`src/rtl/clps_pkg.sv`:
```
`default_nettype none
// ----------------------------------------------------------------------------
// clps_pkg
// Shared types, codes and command helpers for the character LCD sequencer.
// ----------------------------------------------------------------------------
package clps_pkg;

   localparam int MAX_STRING_DEF = 32;
   localparam int QUEUE_DEPTH    = 2;
   localparam int CSR_INDEX_W    = 3;

   localparam logic [7:0] LINE1_BASE = 8'h80;
   localparam logic [7:0] LINE2_BASE = 8'hC0;
   localparam logic [7:0] CLEAR_CMD  = 8'b0000_0001;

   localparam logic [CSR_INDEX_W-1:0] CSR_TWO_LINES      = 3'd0;
   localparam logic [CSR_INDEX_W-1:0] CSR_FONT_LARGE     = 3'd1;
   localparam logic [CSR_INDEX_W-1:0] CSR_DISPLAY_ON     = 3'd2;
   localparam logic [CSR_INDEX_W-1:0] CSR_CURSOR_ON      = 3'd3;
   localparam logic [CSR_INDEX_W-1:0] CSR_BLINK_ON       = 3'd4;
   localparam logic [CSR_INDEX_W-1:0] CSR_INCREMENT_MODE = 3'd5;
   localparam logic [CSR_INDEX_W-1:0] CSR_DISPLAY_SHIFT  = 3'd6;

   localparam logic [1:0] KIND_TICK  = 2'd0;
   localparam logic [1:0] KIND_WRITE = 2'd1;
   localparam logic [1:0] KIND_CLEAR = 2'd2;
   localparam logic [1:0] KIND_MOVE  = 2'd3;

   localparam logic [1:0] INIT_LAST_STEP = 2'd3;

   typedef enum logic [1:0] {
      STATUS_ACCEPTED = 2'd0,
      STATUS_REFUSED  = 2'd1,
      STATUS_OVERFLOW = 2'd2
   } status_type;

   typedef enum logic [1:0] {
      DONE_NONE  = 2'd0,
      DONE_WRITE = 2'd1,
      DONE_CLEAR = 2'd2,
      DONE_MOVE  = 2'd3
   } done_type;

   typedef enum logic [1:0] {
      OP_TICK  = 2'd0,
      OP_WRITE = 2'd1,
      OP_CLEAR = 2'd2,
      OP_MOVE  = 2'd3
   } op_type;

   typedef enum logic [3:0] {
      MODE_IDLE  = 4'b0001,
      MODE_WRITE = 4'b0010,
      MODE_CLEAR = 4'b0100,
      MODE_MOVE  = 4'b1000
   } mode_type;

   typedef struct packed {
      logic two_lines;
      logic font_large;
      logic display_on;
      logic cursor_on;
      logic blink_on;
      logic increment_mode;
      logic display_shift;
   } cfg_type;

   typedef struct packed {
      op_type     op;
      logic [7:0] char_code;
      logic       last_char;
      logic       row_known;
      logic [7:0] move_cmd;
   } item_type;

   function automatic logic [7:0] init_command(input logic [1:0] step, input cfg_type cfg);
      logic [7:0] cmd;
      case (step)
         2'd0: cmd = 8'h30 | {4'b0, cfg.two_lines, cfg.font_large, 2'b0};
         2'd1: cmd = 8'h08 | {5'b0, cfg.display_on, cfg.cursor_on, cfg.blink_on};
         2'd2: cmd = CLEAR_CMD;
         default: cmd = 8'h04 | {6'b0, cfg.increment_mode, cfg.display_shift};
      endcase
      return cmd;
   endfunction

endpackage
`default_nettype wire

```
`src/rtl/clps_ram.sv`:
```
`default_nettype none
// ----------------------------------------------------------------------------
// clps_ram
// Generic single-write, single-read RAM with registered read (read-first).
// ----------------------------------------------------------------------------
module clps_ram #(
   parameter int WIDTH = 8,
   parameter int DEPTH = 32,
   localparam int AW = (DEPTH > 1) ? $clog2(DEPTH) : 1
) (
   input  wire logic             clock,
   input  wire logic             wr_en,
   input  wire logic [AW-1:0]    wr_addr,
   input  wire logic [WIDTH-1:0] wr_data,
   input  wire logic [AW-1:0]    rd_addr,
   output logic      [WIDTH-1:0] rd_data
);

   logic [WIDTH-1:0] mem_ff [DEPTH];
   logic [WIDTH-1:0] rd_data_ff;

   always_ff @(posedge clock) begin
      if (wr_en) begin
         mem_ff[wr_addr] <= wr_data;
      end
      rd_data_ff <= mem_ff[rd_addr];
   end

   assign rd_data = rd_data_ff;

endmodule
`default_nettype wire

```
`src/rtl/clps_front.sv`:
```
`default_nettype none
// ----------------------------------------------------------------------------
// clps_front
// Input stage: takes request items, decodes kind and precomputes the move
// command byte, then hands the item to the queue.
// ----------------------------------------------------------------------------
module clps_front (
   input  wire logic              clock,
   input  wire logic              reset,
   input  wire logic              req_valid,
   output logic                   req_stall,
   input  wire logic [1:0]        req_kind,
   input  wire logic [7:0]        req_char_code,
   input  wire logic              req_last_char,
   input  wire logic [1:0]        req_row,
   input  wire logic [5:0]        req_column,
   output logic                   push_valid,
   output clps_pkg::item_type     push_item,
   input  wire logic              queue_full
);

   logic                 valid_ff, valid_in;
   clps_pkg::item_type   item_ff, item_in;
   logic                 accept;
   logic                 pushed;
   logic [7:0]           base;

   assign pushed    = valid_ff && !queue_full;
   assign req_stall = valid_ff && queue_full;
   assign accept    = req_valid && !req_stall;

   always_comb begin
      case (req_kind)
         clps_pkg::KIND_TICK:  item_in.op = clps_pkg::OP_TICK;
         clps_pkg::KIND_WRITE: item_in.op = clps_pkg::OP_WRITE;
         clps_pkg::KIND_CLEAR: item_in.op = clps_pkg::OP_CLEAR;
         default:              item_in.op = clps_pkg::OP_MOVE;
      endcase
      base = (req_row == 2'd1) ? clps_pkg::LINE2_BASE : clps_pkg::LINE1_BASE;
      item_in.char_code = req_char_code;
      item_in.last_char = req_last_char;
      item_in.row_known = (req_row == 2'd0) || (req_row == 2'd1);
      item_in.move_cmd  = base + {2'b0, req_column};
   end

   assign valid_in = accept || (valid_ff && !pushed);

   always_ff @(posedge clock) begin
      if (reset) begin
         valid_ff <= 1'b0;
      end else begin
         valid_ff <= valid_in;
      end
   end

   always_ff @(posedge clock) begin
      if (accept) begin
         item_ff <= item_in;
      end
   end

   assign push_valid = pushed;
   assign push_item  = item_ff;

endmodule
`default_nettype wire

```
`src/rtl/clps_queue.sv`:
```
`default_nettype none
// ----------------------------------------------------------------------------
// clps_queue
// Short FIFO of decoded items between the front and back stages.
// ----------------------------------------------------------------------------
module clps_queue (
   input  wire logic              clock,
   input  wire logic              reset,
   input  wire logic              push,
   input  wire clps_pkg::item_type push_item,
   output logic                   full,
   input  wire logic              pop,
   output logic                   head_valid,
   output clps_pkg::item_type     head_item
);

   localparam int DEPTH = clps_pkg::QUEUE_DEPTH;
   localparam int PW    = (DEPTH > 1) ? $clog2(DEPTH) : 1;
   localparam int CW    = $clog2(DEPTH + 1);

   clps_pkg::item_type entry_ff [DEPTH];
   logic [PW-1:0]      wr_ptr_ff, wr_ptr_in;
   logic [PW-1:0]      rd_ptr_ff, rd_ptr_in;
   logic [CW-1:0]      count_ff, count_in;

   function automatic logic [PW-1:0] next_ptr(input logic [PW-1:0] ptr);
      logic [PW-1:0] nxt;
      if (ptr == PW'(DEPTH - 1)) begin
         nxt = '0;
      end else begin
         nxt = ptr + PW'(1);
      end
      return nxt;
   endfunction

   assign full       = (count_ff == CW'(DEPTH));
   assign head_valid = (count_ff != '0);
   assign head_item  = entry_ff[rd_ptr_ff];

   always_comb begin
      wr_ptr_in = push ? next_ptr(wr_ptr_ff) : wr_ptr_ff;
      rd_ptr_in = pop ? next_ptr(rd_ptr_ff) : rd_ptr_ff;
      count_in  = count_ff;
      if (push && !pop) begin
         count_in = count_ff + CW'(1);
      end else if (pop && !push) begin
         count_in = count_ff - CW'(1);
      end
   end

   always_ff @(posedge clock) begin
      if (reset) begin
         wr_ptr_ff <= '0;
         rd_ptr_ff <= '0;
         count_ff  <= '0;
      end else begin
         wr_ptr_ff <= wr_ptr_in;
         rd_ptr_ff <= rd_ptr_in;
         count_ff  <= count_in;
      end
   end

   always_ff @(posedge clock) begin
      if (push) begin
         entry_ff[wr_ptr_ff] <= push_item;
      end
   end

endmodule
`default_nettype wire

```
`src/rtl/clps_back.sv`:
```
`default_nettype none
// ----------------------------------------------------------------------------
// clps_back
// Execution stage: bus sequencing, string buffer and result register.
// ----------------------------------------------------------------------------
module clps_back #(
   parameter int MAX_STRING = clps_pkg::MAX_STRING_DEF
) (
   input  wire logic              clock,
   input  wire logic              reset,
   input  wire clps_pkg::cfg_type cfg,
   input  wire logic              head_valid,
   input  wire clps_pkg::item_type head_item,
   output logic                   pop,
   output logic                   rsp_valid,
   input  wire logic              rsp_stall,
   output logic [1:0]             rsp_status,
   output logic                   rsp_reg_select,
   output logic                   rsp_read_write,
   output logic                   rsp_enable_pin,
   output logic [7:0]             rsp_data_bus,
   output logic [1:0]             rsp_done_kind
);

   localparam int LW = $clog2(MAX_STRING + 1);
   localparam int AW = (MAX_STRING > 1) ? $clog2(MAX_STRING) : 1;

   clps_pkg::mode_type   mode_ff, mode_in;
   logic [1:0]           step_ff, step_in;
   logic                 init_done_ff, init_done_in;
   logic                 e_ff, e_in;
   logic                 rs_ff, rs_in;
   logic [7:0]           data_ff, data_in;
   logic [LW-1:0]        idx_ff, idx_in;
   logic [LW-1:0]        len_ff, len_in;
   logic                 row_known_ff, row_known_in;
   logic [7:0]           move_cmd_ff, move_cmd_in;
   logic                 fresh_ff, fresh_in;

   logic                 rsp_valid_ff, rsp_valid_in;
   clps_pkg::status_type st_ff, st_in;
   clps_pkg::done_type   done_ff, done_in;
   logic                 out_rs_ff, out_e_ff;
   logic [7:0]           out_data_ff;

   logic                 out_ready;
   logic                 need_data;
   logic                 proc;
   logic                 ram_we;
   logic [7:0]           ram_rd_data;

   assign out_ready = !rsp_valid_ff || !rsp_stall;
   assign need_data = (head_item.op == clps_pkg::OP_TICK) && init_done_ff
                      && (mode_ff == clps_pkg::MODE_WRITE) && !e_ff
                      && (idx_ff < len_ff);
   assign proc      = head_valid && out_ready && !(need_data && !fresh_ff);
   assign pop       = proc;

   clps_ram #(
      .WIDTH(8),
      .DEPTH(MAX_STRING)
   ) u_buffer (
      .clock  (clock),
      .wr_en  (ram_we),
      .wr_addr(len_ff[AW-1:0]),
      .wr_data(head_item.char_code),
      .rd_addr(idx_ff[AW-1:0]),
      .rd_data(ram_rd_data)
   );

   always_comb begin
      mode_in      = mode_ff;
      step_in      = step_ff;
      init_done_in = init_done_ff;
      e_in         = e_ff;
      rs_in        = rs_ff;
      data_in      = data_ff;
      idx_in       = idx_ff;
      len_in       = len_ff;
      row_known_in = row_known_ff;
      move_cmd_in  = move_cmd_ff;
      st_in        = clps_pkg::STATUS_ACCEPTED;
      done_in      = clps_pkg::DONE_NONE;
      ram_we       = 1'b0;
      if (proc) begin
         case (head_item.op)
            clps_pkg::OP_TICK: begin
               if (!init_done_ff) begin
                  if (e_ff) begin
                     e_in = 1'b0;
                     if (step_ff == clps_pkg::INIT_LAST_STEP) begin
                        init_done_in = 1'b1;
                     end else begin
                        step_in = step_ff + 2'd1;
                     end
                  end else begin
                     data_in = clps_pkg::init_command(step_ff, cfg);
                     rs_in   = 1'b0;
                     e_in    = 1'b1;
                  end
               end else begin
                  case (mode_ff)
                     clps_pkg::MODE_WRITE: begin
                        if (e_ff) begin
                           e_in = 1'b0;
                        end else if (idx_ff >= len_ff) begin
                           idx_in  = '0;
                           len_in  = '0;
                           mode_in = clps_pkg::MODE_IDLE;
                           done_in = clps_pkg::DONE_WRITE;
                        end else begin
                           data_in = ram_rd_data;
                           rs_in   = 1'b1;
                           e_in    = 1'b1;
                           idx_in  = idx_ff + LW'(1);
                        end
                     end
                     clps_pkg::MODE_CLEAR: begin
                        if (e_ff) begin
                           e_in    = 1'b0;
                           mode_in = clps_pkg::MODE_IDLE;
                           done_in = clps_pkg::DONE_CLEAR;
                        end else begin
                           data_in = clps_pkg::CLEAR_CMD;
                           rs_in   = 1'b0;
                           e_in    = 1'b1;
                        end
                     end
                     clps_pkg::MODE_MOVE: begin
                        if (e_ff) begin
                           e_in    = 1'b0;
                           mode_in = clps_pkg::MODE_IDLE;
                           done_in = clps_pkg::DONE_MOVE;
                        end else if (row_known_ff) begin
                           data_in = move_cmd_ff;
                           rs_in   = 1'b0;
                           e_in    = 1'b1;
                        end else begin
                           e_in = 1'b1;
                        end
                     end
                     default: begin
                     end
                  endcase
               end
            end
            default: begin
               if (mode_ff != clps_pkg::MODE_IDLE) begin
                  st_in = clps_pkg::STATUS_REFUSED;
               end else begin
                  case (head_item.op)
                     clps_pkg::OP_WRITE: begin
                        if (len_ff < LW'(MAX_STRING)) begin
                           ram_we = 1'b1;
                           len_in = len_ff + LW'(1);
                        end else begin
                           st_in = clps_pkg::STATUS_OVERFLOW;
                        end
                        if (head_item.last_char) begin
                           mode_in = clps_pkg::MODE_WRITE;
                           idx_in  = '0;
                        end
                     end
                     clps_pkg::OP_CLEAR: begin
                        mode_in = clps_pkg::MODE_CLEAR;
                     end
                     default: begin
                        row_known_in = head_item.row_known;
                        move_cmd_in  = head_item.move_cmd;
                        mode_in      = clps_pkg::MODE_MOVE;
                     end
                  endcase
               end
            end
         endcase
      end
      fresh_in     = (idx_in == idx_ff) && !ram_we;
      rsp_valid_in = proc || (rsp_valid_ff && rsp_stall);
   end

   always_ff @(posedge clock) begin
      if (reset) begin
         mode_ff      <= clps_pkg::MODE_IDLE;
         step_ff      <= '0;
         init_done_ff <= 1'b0;
         e_ff         <= 1'b0;
         rs_ff        <= 1'b0;
         data_ff      <= '0;
         idx_ff       <= '0;
         len_ff       <= '0;
         row_known_ff <= 1'b1;
         move_cmd_ff  <= clps_pkg::LINE1_BASE;
         fresh_ff     <= 1'b0;
         rsp_valid_ff <= 1'b0;
      end else begin
         mode_ff      <= mode_in;
         step_ff      <= step_in;
         init_done_ff <= init_done_in;
         e_ff         <= e_in;
         rs_ff        <= rs_in;
         data_ff      <= data_in;
         idx_ff       <= idx_in;
         len_ff       <= len_in;
         row_known_ff <= row_known_in;
         move_cmd_ff  <= move_cmd_in;
         fresh_ff     <= fresh_in;
         rsp_valid_ff <= rsp_valid_in;
      end
   end

   always_ff @(posedge clock) begin
      if (proc) begin
         st_ff       <= st_in;
         done_ff     <= done_in;
         out_rs_ff   <= rs_in;
         out_e_ff    <= e_in;
         out_data_ff <= data_in;
      end
   end

   assign rsp_valid      = rsp_valid_ff;
   assign rsp_status     = st_ff;
   assign rsp_reg_select = out_rs_ff;
   assign rsp_read_write = 1'b0;
   assign rsp_enable_pin = out_e_ff;
   assign rsp_data_bus   = out_data_ff;
   assign rsp_done_kind  = done_ff;

endmodule
`default_nettype wire

```
`src/rtl/char_lcd_parallel_sequencer.sv`:
```
`default_nettype none
// ----------------------------------------------------------------------------
// char_lcd_parallel_sequencer
// 8-bit character LCD bus sequencer: init sequence, string writes, clear
// and cursor moves, one bus step per tick item.
// ----------------------------------------------------------------------------
// One item per clock sustained while the result side does not stall. An item
// passes an input register, a two-entry queue and the execution stage into
// the result register. The string buffer has a registered read port: the
// first data tick right after a write is armed waits for the buffer read.
// The buffer is not cleared after reset; only bytes written for the current
// string are ever read. Configuration writes are always ready and are
// registered before they take effect.
// ----------------------------------------------------------------------------
module char_lcd_parallel_sequencer #(
   parameter int MAX_STRING = clps_pkg::MAX_STRING_DEF
) (
   input  wire logic                             clock,
   input  wire logic                             reset,
   input  wire logic                             req_valid,
   output logic                                  req_stall,
   input  wire logic [1:0]                       req_kind,
   input  wire logic [7:0]                       req_char_code,
   input  wire logic                             req_last_char,
   input  wire logic [1:0]                       req_row,
   input  wire logic [5:0]                       req_column,
   output logic                                  rsp_valid,
   input  wire logic                             rsp_stall,
   output logic [1:0]                            rsp_status,
   output logic                                  rsp_reg_select,
   output logic                                  rsp_read_write,
   output logic                                  rsp_enable_pin,
   output logic [7:0]                            rsp_data_bus,
   output logic [1:0]                            rsp_done_kind,
   input  wire logic                             csr_valid,
   output logic                                  csr_ready,
   input  wire logic [clps_pkg::CSR_INDEX_W-1:0] csr_index,
   input  wire logic                             csr_wdata
);

   clps_pkg::cfg_type  cfg_ff, cfg_in;
   logic               push_valid;
   clps_pkg::item_type push_item;
   logic               queue_full;
   logic               pop;
   logic               head_valid;
   clps_pkg::item_type head_item;
   logic               csr_write;

   assign csr_ready = 1'b1;
   assign csr_write = csr_valid && csr_ready;

   always_comb begin
      cfg_in = cfg_ff;
      if (csr_write) begin
         case (csr_index)
            clps_pkg::CSR_TWO_LINES:      cfg_in.two_lines      = csr_wdata;
            clps_pkg::CSR_FONT_LARGE:     cfg_in.font_large     = csr_wdata;
            clps_pkg::CSR_DISPLAY_ON:     cfg_in.display_on     = csr_wdata;
            clps_pkg::CSR_CURSOR_ON:      cfg_in.cursor_on      = csr_wdata;
            clps_pkg::CSR_BLINK_ON:       cfg_in.blink_on       = csr_wdata;
            clps_pkg::CSR_INCREMENT_MODE: cfg_in.increment_mode = csr_wdata;
            clps_pkg::CSR_DISPLAY_SHIFT:  cfg_in.display_shift  = csr_wdata;
            default: begin
            end
         endcase
      end
   end

   always_ff @(posedge clock) begin
      if (reset) begin
         cfg_ff.two_lines      <= 1'b1;
         cfg_ff.font_large     <= 1'b0;
         cfg_ff.display_on     <= 1'b1;
         cfg_ff.cursor_on      <= 1'b0;
         cfg_ff.blink_on       <= 1'b0;
         cfg_ff.increment_mode <= 1'b1;
         cfg_ff.display_shift  <= 1'b0;
      end else begin
         cfg_ff <= cfg_in;
      end
   end

   clps_front u_front (
      .clock        (clock),
      .reset        (reset),
      .req_valid    (req_valid),
      .req_stall    (req_stall),
      .req_kind     (req_kind),
      .req_char_code(req_char_code),
      .req_last_char(req_last_char),
      .req_row      (req_row),
      .req_column   (req_column),
      .push_valid   (push_valid),
      .push_item    (push_item),
      .queue_full   (queue_full)
   );

   clps_queue u_queue (
      .clock     (clock),
      .reset     (reset),
      .push      (push_valid),
      .push_item (push_item),
      .full      (queue_full),
      .pop       (pop),
      .head_valid(head_valid),
      .head_item (head_item)
   );

   clps_back #(
      .MAX_STRING(MAX_STRING)
   ) u_back (
      .clock         (clock),
      .reset         (reset),
      .cfg           (cfg_ff),
      .head_valid    (head_valid),
      .head_item     (head_item),
      .pop           (pop),
      .rsp_valid     (rsp_valid),
      .rsp_stall     (rsp_stall),
      .rsp_status    (rsp_status),
      .rsp_reg_select(rsp_reg_select),
      .rsp_read_write(rsp_read_write),
      .rsp_enable_pin(rsp_enable_pin),
      .rsp_data_bus  (rsp_data_bus),
      .rsp_done_kind (rsp_done_kind)
   );

endmodule
`default_nettype wire

```
`config.mk`:
```
export PLATFORM = sky130hd
export DESIGN_NAME = char_lcd_parallel_sequencer
export DESIGN_NICKNAME = d
export VERILOG_FILES = /design/src/rtl/clps_pkg.sv /design/src/rtl/clps_ram.sv /design/src/rtl/clps_front.sv /design/src/rtl/clps_queue.sv /design/src/rtl/clps_back.sv /design/src/rtl/char_lcd_parallel_sequencer.sv
export SDC_FILE = /design/constraint.sdc
export NUM_CORES = 1
export LEC_CHECK = 0
export BUFFER_PORTS_ARGS = -buffer_cell sky130_fd_sc_hd__clkbuf_2
export CAP_MARGIN = 15
export CORE_MARGIN = 2
export CORE_UTILIZATION = 34
export CTS_BUF_LIST = sky130_fd_sc_hd__clkbuf_16
export CTS_CLUSTER_DIAMETER = 50
export CTS_CLUSTER_SIZE = 12
export DETAILED_ROUTE_END_ITERATION = 7
export GPL_ROUTABILITY_DRIVEN = 0
export HOLD_SLACK_MARGIN = 0.05
export SETUP_SLACK_MARGIN = 0.3
export SYNTH_ARGS = -nofsm -noshare
export SYNTH_HDL_FRONTEND = slang
export SYNTH_HIERARCHICAL = 1
export SYNTH_SLANG_ARGS = --single-unit
```
`constraint.sdc`:
```
create_clock -name clock -period 5.04 [get_ports clock]
set_input_delay 1.26 -clock clock [delete_from_list [all_inputs] [get_ports clock]]
set_output_delay 1.26 -clock clock [all_outputs]
set_load 0.01 [all_outputs]
```
* Word-level counts from Yosys, hierarchy flattened
Memory sizes are Yosys's and may differ from the RTL's. A register that Yosys moved wholly into a read port is not among the register bits.
Index checks and enable logic that the tools add are counted.
** Cells by class
- Equality and inequality tests :: 30
- Reduce and logical (&&, ||, !) cells :: 54
- Multiplexer cells :: 81
- Add/subtract/negate cells :: 8
- Bitwise operators :: 6
- Order comparisons :: 3
** Operators by type and width (number)
- $mux 6 :: 17
- $mux 8 :: 9
- $mux 1 :: 33
- $mux 4 :: 7
- $pmux 8 s3 :: 1
- $pmux 6 s3 :: 1
- $reduce_and 2->1 :: 9
- $pmux 4 s2 :: 2
- $reduce_and 8->1 :: 2
- $logic_and 1x1->1 :: 15
- $add 6x1->6 const B :: 2
- $mux 2 :: 6
- $pmux 2 s3 :: 2
- $eq 2x2->1 const B :: 5
- $logic_not 1->1 :: 10
- $eq 3x3->1 const B :: 3
- $ne 3x3->1 const B :: 3
- $add 8x6->8 :: 1
- $eq 2x1->1 const B :: 4
- $logic_not 2->1 :: 4
- $reduce_bool 2->1 :: 4
- $mux 7 :: 1
- $eq 3x2->1 const B :: 2
- $eq 6x6->1 :: 1
- other kinds (23) :: 38
** Word-level totals
- Bits in registers :: 86
- RAM bits :: 296
- Input bits :: 28
- Output and inout port bits :: 18
- Memories kept :: 2
- Logic and storage cells :: 218
** Memory list
- u_back.u_buffer.mem_ff :: depth 32, bits a word 8, rd ports 1, clocked after memory_dff 1, wr ports 1, RTL line clps_ram.sv:19 : logic [WIDTH-1:0] mem_ff [DEPTH];
- u_queue.entry_ff :: depth 2, bits a word 20, rd ports 1, clocked after memory_dff 1, wr ports 1, RTL line clps_queue.sv:21 : clps_pkg::item_type entry_ff [DEPTH];

* Longest topological paths before layout
- Depth in word-level cells :: 11
- Gate-level depth with buffers :: 16
- Gate-level depth less buffers :: 13

* Hierarchy
The synthesis kept the hierarchy.
** Modules (own cells, without submodules)
- clps_ram :: cells an instance 417, sequential area each 7847.5 sq um, area each 10053.4 sq um, times used 1
- clps_back :: cells an instance 341, sequential area each 1221.2 sq um, area each 3085.5 sq um, times used 1
- clps_queue :: cells an instance 84, sequential area each 1301.2 sq um, area each 1646.6 sq um, times used 1
- clps_front :: cells an instance 31, sequential area each 590.6 sq um, area each 654.4 sq um, times used 1
- char_lcd_parallel_sequencer :: cells an instance 33, sequential area each 140.1 sq um, area each 350.3 sq um, times used 1

* Worst setup path after synthesis
Ideal clock, no wire load.
- Kind :: reg-to-reg
- Start point :: reg (tool-made name)
- End point :: mem u_back.u_buffer.mem_ff[0][0] (enable)
- Required time :: 4.670 ns
- Path slack :: 1.509 ns
- Cell stages (with the launch flop) :: 16
- Arrival time :: 3.161 ns
- Period minus slack after synthesis :: 3.531 ns
- Library setup time :: 0.370 ns
- Buffers on the path :: 5
- Cell sequence :: dfxtp_1 -> buf_2 -> mux2_2 -> inv_1 -> ha_1 -> buf_4 -> and2_1 -> buf_2 -> nand2b_1 -> o41a_1 -> nand2_2 -> buf_2 -> nor2_1 -> or3b_2 -> clkbuf_1 -> nor2_1
** RTL lines (RTL line)
- end: declaration :: clps_ram.sv:19

* Worst setup path in the final report
- Start point :: reg u_back.idx_ff[3]
- End point :: mem u_back.u_buffer.mem_ff[28][1] (enable)
** Between the ends
- Word-level cells in the longest chain between the ends :: 8
** RTL lines
- start: declaration :: RTL line clps_back.sv:34 : logic [LW-1:0] idx_ff, idx_in;
- start signal: assignment :: RTL line clps_back.sv:202 : idx_ff <= idx_in;
- $lt 6x6->1 :: RTL line clps_back.sv:55 : && (idx_ff < len_ff);
- $logic_and 1x1->1 :: RTL line clps_back.sv:55
- $logic_and 1x1->1 :: RTL line clps_back.sv:56 : assign proc = head_valid && out_ready && !(need_data && !fresh_ff);
- $logic_not 1->1 :: RTL line clps_back.sv:56
- $logic_and 1x1->1 :: RTL line clps_back.sv:56
- $mux 1 :: RTL line clps_back.sv:85 : if (proc) begin
- via u_back.ram_we :: RTL line clps_back.sv:49 : logic ram_we;
- $mux 1 :: RTL line clps_ram.sv:23 : if (wr_en) begin
- $mux 1 (not written as such) :: RTL line clps_ram.sv:24 : mem_ff[wr_addr] <= wr_data;
The timed path passes the listed nets, and every way through them passes these cells.

==> impl_metrics.py <==
metrics = {
    "place": {
        "placed_area_sq_um": 16600,
        "port_buffers": 43,
        "placed_cells_incl_taps": 1512,
        "pre_cts_ws_ns": 1.13,
        "hpwl_um": 21000,
    },
    "setup_path": {
        "endpoint_kind": "register",
        "crit_fanout": 14,
        "crit_type": "register to register",
        "start_kind": "register",
        "reg2regPathDepth": 8,
        "critPathRequiredTime_ns": 5.20,
        "arrival_ns": 4.15,
    },
    "logic_synthesis": {
        "synthDistinctLibCells": 72,
        "synthCells": 906,
        "syn_nets": 952,
        "async_reset_ff_share_pct": 0,
        "ys_seq_area_share_pct": 70.3,
        "syn_area_sq_um": 15800,
        "ys.flop_type": "edfxtp_1",
        "synth_seq_cells": 390,
        "syn_area_per_cell_sq_um": 17.4,
        "synth_edf_count": 329,
        "synth_warnings": 6,
    },
    "clocking": {
        "tritoncts": "done",
        "postCtsSetupBuffers": 0,
        "clk_path_buf_depth": 3,
        "clock_latency_ns": 0.54,
        "numCtsBuffers": 41,
        "cts_root_buffer": "clkbuf_16",
        "htree_levels": 2,
        "cts.repair.resized": 0,
        "postCtsHoldBufs": 0,
        "clk_pin_slew_ns": 0.06,
        "cts_sinks": 390,
    },
    "floorplan": {
        "boundaryPins": 46,
        "initial_core_util_pct": 34.6,
        "dieArea_sq_um": 48200,
        "fp.dieW_um": 220,
        "die_h_um": 220,
        "core_sq_um": 45600,
        "fp-row-count": 78,
    },
    "sta": {
        "max_freq_ghz": 0.250,
        "max_slew_margin_pct": 29.5,
        "min_period_ns": 3.99,
        "rsz0062_at_grt": "false",
        "period_share_pct": 79.2,
        "finalWorstSetupSlack_ns": 1.05,
        "hold_viol": 0,
        "finalSetupViolations": 0,
        "whs_ns": 0.443,
        "finalMaxSlewViolations": 0,
        "finalSetupTns_ns": 0,
        "fin_skew_ns": 0.0185,
        "worst_pin_slew_ns": 1.05,
    },
    "pwr": {
        "power_density_nw_per_um2": 427,
        "ir_drop_uv": 303,
        "p_total_mw": 7.64,
        "power.leakage_nw": 5.77,
    },
    "finish": {
        "final_layout_size_suffix_gt1_share_pct": 23.9,
        "nets": 1002,
        "finalCoreUtilization_pct": 39.2,
        "antenna_cells": 0,
        "final_cell_area_sq_um": 17900,
        "layout_commonest_cell": "edfxtp_1",
        "area_growth_pct": 13.2,
        "final_cell_mix": "329 x edfxtp_1, 80 x mux4_2, 77 x nor2_1",
        "finalNonFillerCells": 1584,
    },
    "global_route": {
        "grt_pass1_vias": 8256,
        "grt_use_total_pct": 13.8,
        "grtUsageMet2_pct": 21.9,
        "use_met1_pct": 19.7,
        "grt_start_max_net_pins": 71,
        "met3_usage_pct": 2.22,
        "grt_pass1_wl_um": 50400,
        "antenna_found_initial": 0,
        "busiest_layer": "met2",
        "gr-total-overflow": 0,
    },
    "drt": {
        "antenna_left": 0,
        "wirelength_um": 33000,
        "drt-wirelength-per-cell_um": 20.8,
        "firstDrtPassIters": 5,
        "drc_errors": 0,
        "viasPerCell": 5.17,
        "drt_first_iter_violations": 712,
        "vias": 8193,
    },
    "worst_hold_path": {
        "hold_path_depth": 0,
        "hp-class": "register to register",
    },
    "outcome": {
        "outcome": "complete, no violations",
    },
    "run": {
        "drv_cap": 0,
    },
}
## power by group
| part | switching [mW] | internal [mW] |
|---|---|---|
| registers | 0.104 | 3.83 |
| clock network | 1.17 | 1.67 |
| logic | 0.585 | 0.286 |
## worst paths after layout
| kind | startpoint | to | slack [ns] |
|---|---|---|---|
| max | u_back/idx_ff[3]$_SDFF_PP0_ | u_back/u_buffer/mem_ff[28][1]$_DFFE_PP_ | 1.05 |
| min | u_front/push_item[2]$_DFFE_PP_ | u_queue/entry_ff[0][2]$_DFFE_PP_ | 0.44 |
| max reg2reg | u_back/idx_ff[3]$_SDFF_PP0_ | u_back/u_buffer/mem_ff[28][1]$_DFFE_PP_ | 1.05 |
| min reg2reg | u_front/push_item[2]$_DFFE_PP_ | u_queue/entry_ff[0][2]$_DFFE_PP_ | 0.44 |
## sequential cells by signal (all words and copies together) (netlist names), 2 cells and up, named ones only
name and cells:
u_back/rsp_status 2, u_back/u_buffer/mem_ff 256, u_back/data_ff 8, u_back/idx_ff 6, u_queue/count_ff 2, u_back/step_ff 2
u_back/mode_ff 4, u_queue/entry_ff 40, u_back/move_cmd_ff 8, cfg_ff 7, u_back/len_ff 6, u_back/rsp_done_kind 2
u_back/rsp_data_bus 8, u_back/u_buffer/rd_data 8, u_front/push_item 19
## worst max-delay path, cell delays in order, from the launching register on
cell and delay [ns]:
dfxtp_1 0.70, ha_1 0.25, a21oi_1 0.08, o21ai_1 0.40, o41a_1 0.32, nand2_2 0.20, nor2_1 0.35, or3b_2 0.63
nor2_1 0.67
## Yosys cell counts, drive strengths merged (10+ instances only)
| master | number | area [sq um] |
|---|---|---|
| nor3 | 13 | 75.1 |
| a31oi | 10 | 62.6 |
| and2 | 13 | 83.8 |
| buf | 28 | 171 |
| mux2 | 28 | 315 |
| inv | 20 | 75.1 |
| a21oi | 21 | 105 |
| o21ai | 15 | 75.1 |
| nand3 | 22 | 115 |
| ha | 18 | 225 |
| nor2 | 78 | 295 |
| mux2i | 21 | 210 |
| nand2 | 23 | 88.8 |
| clkbuf | 15 | 56.3 |
| mux4 | 80 | 1800 |
| dfxtp | 61 | 1220 |
| edfxtp | 329 | 9880 |
## layout make-up
cell class | instances | area, sq um
repair buffers | 50 | 275
multi-input cells | 453 | 4390
flip-flops and latches | 390 | 11100
well taps | 600 | 751
fillers | 4069 | 27700
clock buffers | 44 | 1100
inverters | 20 | 75.1
clock inverters | 27 | 178
## kinds of logic (layout without fill, tap and decap cells)
logic type	count (synthesis)	in the layout	share of synthesized area, %
flip-flops	390	390	70.3
AND/OR/NAND/NOR	204	204	7.02
multiplexers	129	129	14.7
AO/OA/AOI/OAI	88	88	3.91
buffers and inverters	63	141	1.92
adder cells (fa/ha/maj)	18	18	1.43
XOR/XNOR	11	11	0.610
other	3	3	0.0713
## metal layers
metal | share of wire [%] | vias up
li1 | - | 3674
met1 | 45 | 4214
met2 | 47 | 243
met3 | 5.9 | 62
met4 | 2.3 | 0
met5 | 0 | -
No activity file was read; power rests on OpenSTA's default activity.
